## src/sv/tmsc_pkg.sv

```systemverilog
`default_nettype none
package tmsc_pkg;

    localparam int MAP_COLS_DEF = 64;
    localparam int MAP_ROWS_DEF = 64;
    localparam int STORE_DEPTH  = 4096;
    localparam int STORE_AW     = 12;
    localparam int FLAG_W       = 8;
    localparam int POS_W        = 18;
    localparam int IDX_W        = 17;
    localparam int TILE_W       = 7;
    localparam int SIZE_W       = 10;
    localparam int MOVE_W       = 12;
    localparam int STEP_W       = 13;
    localparam int CFG_IDX_W    = 3;
    localparam int CFG_DATA_W   = 16;
    localparam int S_DATA_W     = 96;
    localparam int M_DATA_W     = 32;

    localparam logic signed [15:0] BOUND_RESET_LO = -16'sd32767;
    localparam logic signed [15:0] BOUND_RESET_HI = 16'sd32767;
    localparam logic [TILE_W-1:0]  TILE_RESET     = 7'd8;

    typedef enum logic [CFG_IDX_W-1:0] {
        CFG_SOLID_MASK  = 3'd0,
        CFG_BOUND_MIN_X = 3'd1,
        CFG_BOUND_MIN_Y = 3'd2,
        CFG_BOUND_MAX_X = 3'd3,
        CFG_BOUND_MAX_Y = 3'd4,
        CFG_TILE_WIDTH  = 3'd5,
        CFG_TILE_HEIGHT = 3'd6
    } t_cfg_reg;

    typedef enum logic {
        OP_WRITE = 1'b0,
        OP_MOVE  = 1'b1
    } t_op;

    typedef enum logic [3:0] {
        ST_IDLE,
        ST_AXIS,
        ST_DSTEP,
        ST_APPLY,
        ST_CHECK,
        ST_DIVS,
        ST_RANGE,
        ST_SCAN,
        ST_FIN
    } t_state;

    typedef struct packed {
        logic                     start;
        logic signed [POS_W-1:0]  num;
        logic [TILE_W-1:0]        den;
    } t_div_req;

    typedef struct packed {
        logic                     done;
        logic signed [POS_W-1:0]  quo;
        logic [TILE_W-1:0]        modulo;
    } t_div_rsp;

endpackage
`default_nettype wire

```

## src/sv/tmsc_fdiv.sv

```systemverilog
`default_nettype none
module tmsc_fdiv (
    input  wire logic               i_clk,
    input  wire logic               i_rst_n,
    input  wire tmsc_pkg::t_div_req i_req,
    output tmsc_pkg::t_div_rsp      o_rsp
);

    localparam int PW = tmsc_pkg::POS_W;
    localparam int TW = tmsc_pkg::TILE_W;
    localparam int CW = $clog2(PW + 1);

    logic          r_busy;
    logic          r_done;
    logic [CW-1:0] r_cnt;
    logic [PW-1:0] r_num;
    logic [TW-1:0] r_rem;
    logic [TW-1:0] r_den;
    logic          r_neg;

    logic [TW:0]   trial;
    logic          qbit;
    logic [TW-1:0] n_rem;
    logic          rnz;

    always_comb begin
        trial = {r_rem, r_num[PW-1]};
        qbit  = (trial >= {1'b0, r_den});
        n_rem = qbit ? TW'(trial - {1'b0, r_den}) : trial[TW-1:0];
        rnz   = (r_rem != '0);
        o_rsp.done   = r_done;
        o_rsp.quo    = r_neg ? ($signed(-r_num) - $signed(PW'(rnz))) : $signed(r_num);
        o_rsp.modulo = (r_neg && rnz) ? TW'(r_den - r_rem) : r_rem;
    end

    always_ff @(posedge i_clk) begin
        if (!i_rst_n) begin
            r_busy <= 1'b0;
            r_done <= 1'b0;
            r_cnt  <= '0;
        end else begin
            r_done <= 1'b0;
            if (i_req.start) begin
                r_busy <= 1'b1;
                r_cnt  <= CW'(PW);
                r_num  <= i_req.num[PW-1] ? PW'(-i_req.num) : PW'(i_req.num);
                r_neg  <= i_req.num[PW-1];
                r_rem  <= '0;
                r_den  <= i_req.den;
            end else if (r_busy) begin
                r_num <= {r_num[PW-2:0], qbit};
                r_rem <= n_rem;
                r_cnt <= r_cnt - 1'b1;
                if (r_cnt == CW'(1)) begin
                    r_busy <= 1'b0;
                    r_done <= 1'b1;
                end
            end
        end
    end

endmodule
`default_nettype wire

```

## config.mk

```make
export PLATFORM = sky130hd
export DESIGN_NAME = tmsc_fdiv
export DESIGN_NICKNAME = d
export VERILOG_FILES = /design/src/sv/tmsc_pkg.sv /design/src/sv/tmsc_fdiv.sv
export SDC_FILE = /design/constraint.sdc
export NUM_CORES = 1
export LEC_CHECK = 0
export BUFFER_PORTS_ARGS = -buffer_cell sky130_fd_sc_hd__buf_2
export CAP_MARGIN = 20
export CORE_MARGIN = 2
export CORE_UTILIZATION = 40
export DETAILED_ROUTE_END_ITERATION = 10
export PLACE_DENSITY = 0.58
export SLEW_MARGIN = 20
export SYNTH_ARGS = -nofsm -noshare
export SYNTH_HDL_FRONTEND = slang
export SYNTH_SLANG_ARGS = --single-unit
```

## constraint.sdc

```tcl
create_clock -name i_clk -period 3.8 [get_ports i_clk]
set_clock_uncertainty 0.1 [all_clocks]
set_input_delay 0.38 -clock i_clk [delete_from_list [all_inputs] [get_ports i_clk]]
set_output_delay 0.38 -clock i_clk [all_outputs]
set_load 0.02 [all_outputs]
```

==> results.yml <==
status:
  outcome: "finished with violations"
  violations: "setup timing"
critical_path:
  r2r_setup_slack_ps: 910
  critical_path.max_fanout: 3
  critical_path_class: "register to output pin"
  required_ps: 3320
  regToRegEndpoint: "r_rem[5]$_SDFFCE_PP0P_"
  timing.critical_path.depth: 15
  worst-r2r-cell-count: 9
  rr_startpoint: "r_num[17]$_DFFE_PP_"
  slowest_stage_delay_on_critical_path_ps: 560
  critical_path.cell_chain: "or4_4, nor4_4, ha_2, ha_4, inv_2, ha_4, or2_4, a21oi_4, buf_4, buf_6, o2111ai_2, and4_1, o21ai_2, xnor2_1, buf_4"
  critPathCaptureType: "output pin"
  worst_setup_path_startpoint: "r_rem[1]$_SDFFCE_PP0P_"
  cp.arrival_ps: 3410
  cp-start-kind: "register"
  cpLargestDelayFamily: "simple AND/OR/NAND/NOR gates"
  critPathSlowestCell: "sky130_fd_sc_hd__or4_4"
  worstSetupEndpoint: "o_rsp[24]"
  crit_buf_inv: 4
synthesis:
  synthesized_instance_count: 419
  async_reset_ff_share_pct: 0
  synth-edff-count: 33
  postSynthNetCount: 484
  synth.yosys.warnings: 0
  synthDistinctLibCells: 51
  syn_area_sq_mm: 0.00354
  post_synth.cell_area_avg_sq_um: 8.45
  yosys_most_used_dff: "sky130_fd_sc_hd__edfxtp_1"
  ys_seq_elements: 40
  portion_of_the_post_synthesis_area_used_by_sequential_elements_pct: 31.9
layout:
  layout.cells.non_filler: 590
  mostFrequentLayoutCell: "sky130_fd_sc_hd__buf_2"
  net_count_of_the_finished_layout: 546
  n_antenna_cell: 0
  seq_area_sq_mm: 0.00113
  utilization_pct: 48.5
  multi_input_area_sq_mm: 0.00227
  stdcell_area_sq_mm: 0.00419
  final_cell_mix: "sky130_fd_sc_hd__buf_2 (52), sky130_fd_sc_hd__nor2_1 (44), sky130_fd_sc_hd__inv_1 (41)"
  fraction_of_final_layout_cells_with_drive_strength_greater_than_1_pct: 19.3
  fillers: 855
  area_growth_pct: 18.3
detailed_routing:
  wirelength_microns: 8460
  num_vias: 3120
  pre_repair_dr_iteration_count: 4
  post_dr_wirelength_cell_microns: 14.3
  detailedRoute.firstIterationViolations: 132
  route.detailed.vias_per_inst: 5.29
  ant_nets: 0
  drc_markers: 0
floorplanning:
  top_level_ports: 54
  floorplan.die_area_sq_mm: 0.00962
  initial_core_util_pct: 41.0
  placement_rows: 34
  dieHeight_microns: 98.1
  die_x_microns: 98.1
  design.core.area_sq_mm: 0.00864
clocking:
  worst_skew_pair.late_latency_ps: 300
  holdBufCountCts: 0
  cts_tree: "yes"
  number_of_buffers_added_by_the_clock_tree_synthesis_step: 5
  h-tree-depth: 2
  cts.path.max_buffers: 2
  clock_sinks: 40
  clockRootBuffer: "sky130_fd_sc_hd__clkbuf_8"
  clk_pin_slew_worst_paths_ps: 90
placement:
  detailedPlacementHpwl_microns: 6590
  place_worst_setup_slack_ps: 61.6
  io_buffers: 53
  placedCellCount: 575
  gp_congestion: 0.913
  postPlaceCellArea_sq_mm: 0.00395
global_routing:
  grt_usage_pct: 17.9
  vias_in_the_first_global_route: 3006
  remaining_global_route_overflow: 0
  grt_start_max_net_pins: 50
  number_of_antenna_violations_at_the_first_check_in_global_routing: 0
  global_route_wire_length_before_repair_microns: 14100
timing:
  slew-limit-headroom_pct: 60.7
  final-hold-violation-count: 0
  tightest_slew_ps: 589
  rsz0062_at_grt: "yes"
  fmax_ghz: 0.257
  min_period_over_period_pct: 102
  report.final.slew_viol_count: 0
  setup_viol: 2
  final_critical_path_setup_slack_ps: -91.1
  timing.final.crit_period_ps: 3890
pwr:
  p_leak_nw: 1.83
  power_per_cell_area_mw_per_mm2: 358
  vdd.ir_drop.worst_v: 0.000255
  power.total_mw: 1.50
min_path:
  timing.hold.worst.class: "input port to register"
  min_path_cells: 1
run:
  drv_cap: 0
timing repair:
item | in CTS | in global routing
endpoints found under the setup margin | 4 | 9
gates resized for setup | 13 | 8
pin swaps | 11 | 11
buffers inserted | 4 | 3
metrics by stage:
step,hold WS (ps),setup TNS [ps]
final,151,-171
after global routing,146,-717
after CTS,142,-497
after detailed placement,458,0
after global placement,455,0
after floorplan,379,0
worst min-delay path by stage:
stage	end	startpoint	slack, ps
finish	r_den[4]$_DFFE_PP_	i_req[4]	150
global route	r_den[6]$_DFFE_PP_	i_req[6]	150
CTS	r_den[6]$_DFFE_PP_	i_req[6]	140
detailed placement	r_den[0]$_DFFE_PP_	i_req[0]	460
global placement	r_cnt[3]$_SDFFE_PP0P_	r_cnt[3]$_SDFFE_PP0P_	450
floorplan	r_den[0]$_DFFE_PP_	i_req[0]	380
cells by family after synthesis:
logic type / synth area share (%)
AOI/OAI and AO/OA: 19.6
xor gates and xnor gates: 8.90
adders and majority gates: 13.5
buffers and inverters: 5.83
DFF: 31.9
muxes: 2.54
and+or+nand+nor: 17.7
area by class of cell:
class | instances | share of cell area [%]
timing repair buffer | 67 | 8.99
tap | 108 | 3.23
inverter | 42 | 3.76
clock buffer | 6 | 1.97
sequential | 40 | 27.0
clock inverter | 2 | 0.807
multi-input combinational | 325 | 54.2
metal layers:
layer  GRT usage (%)  vias to the layer above  wire (microns)
met5               0                        -               0
met4            6.52                        0             190
met3            2.00                       18             219
met2            28.7                       58            3920
met1            25.0                     1432            4130
li1                -                     1612               -
state kept, by name, indices dropped and copies added (netlist names):
register,cells
r_busy,1
r_cnt,5
r_den,7
r_done,1
r_neg,1
r_num,18
r_rem,7
synthesized netlist by cell type, drive strengths merged (5+ instances only):
library cell | number | share of area (%)
a21boi | 5 | 1.1
a21oi | 38 | 5.5
a31oi | 6 | 1.1
clkbuf | 8 | 0.85
dfxtp | 7 | 4.0
edfxtp | 33 | 28
ha | 35 | 12
inv | 42 | 4.5
mux2i | 9 | 2.5
nand2 | 38 | 4.0
nand2b | 8 | 1.4
nand3 | 6 | 0.85
nor2 | 44 | 4.7
nor2b | 5 | 0.88
nor3 | 7 | 0.99
o21a | 6 | 1.3
o21ai | 34 | 4.9
o31ai | 6 | 1.3
xnor2 | 18 | 4.5
xor2 | 18 | 4.5
report_power, final:
group / switching [mW] / total, mW / internal (mW)
clock network: 0.153 / 0.365 / 0.212
logic: 0.341 / 0.584 / 0.242
registers: 0.0323 / 0.549 / 0.516
total: 0.527 / 1.50 / 0.970
Power figures use the tool's default switching activity.
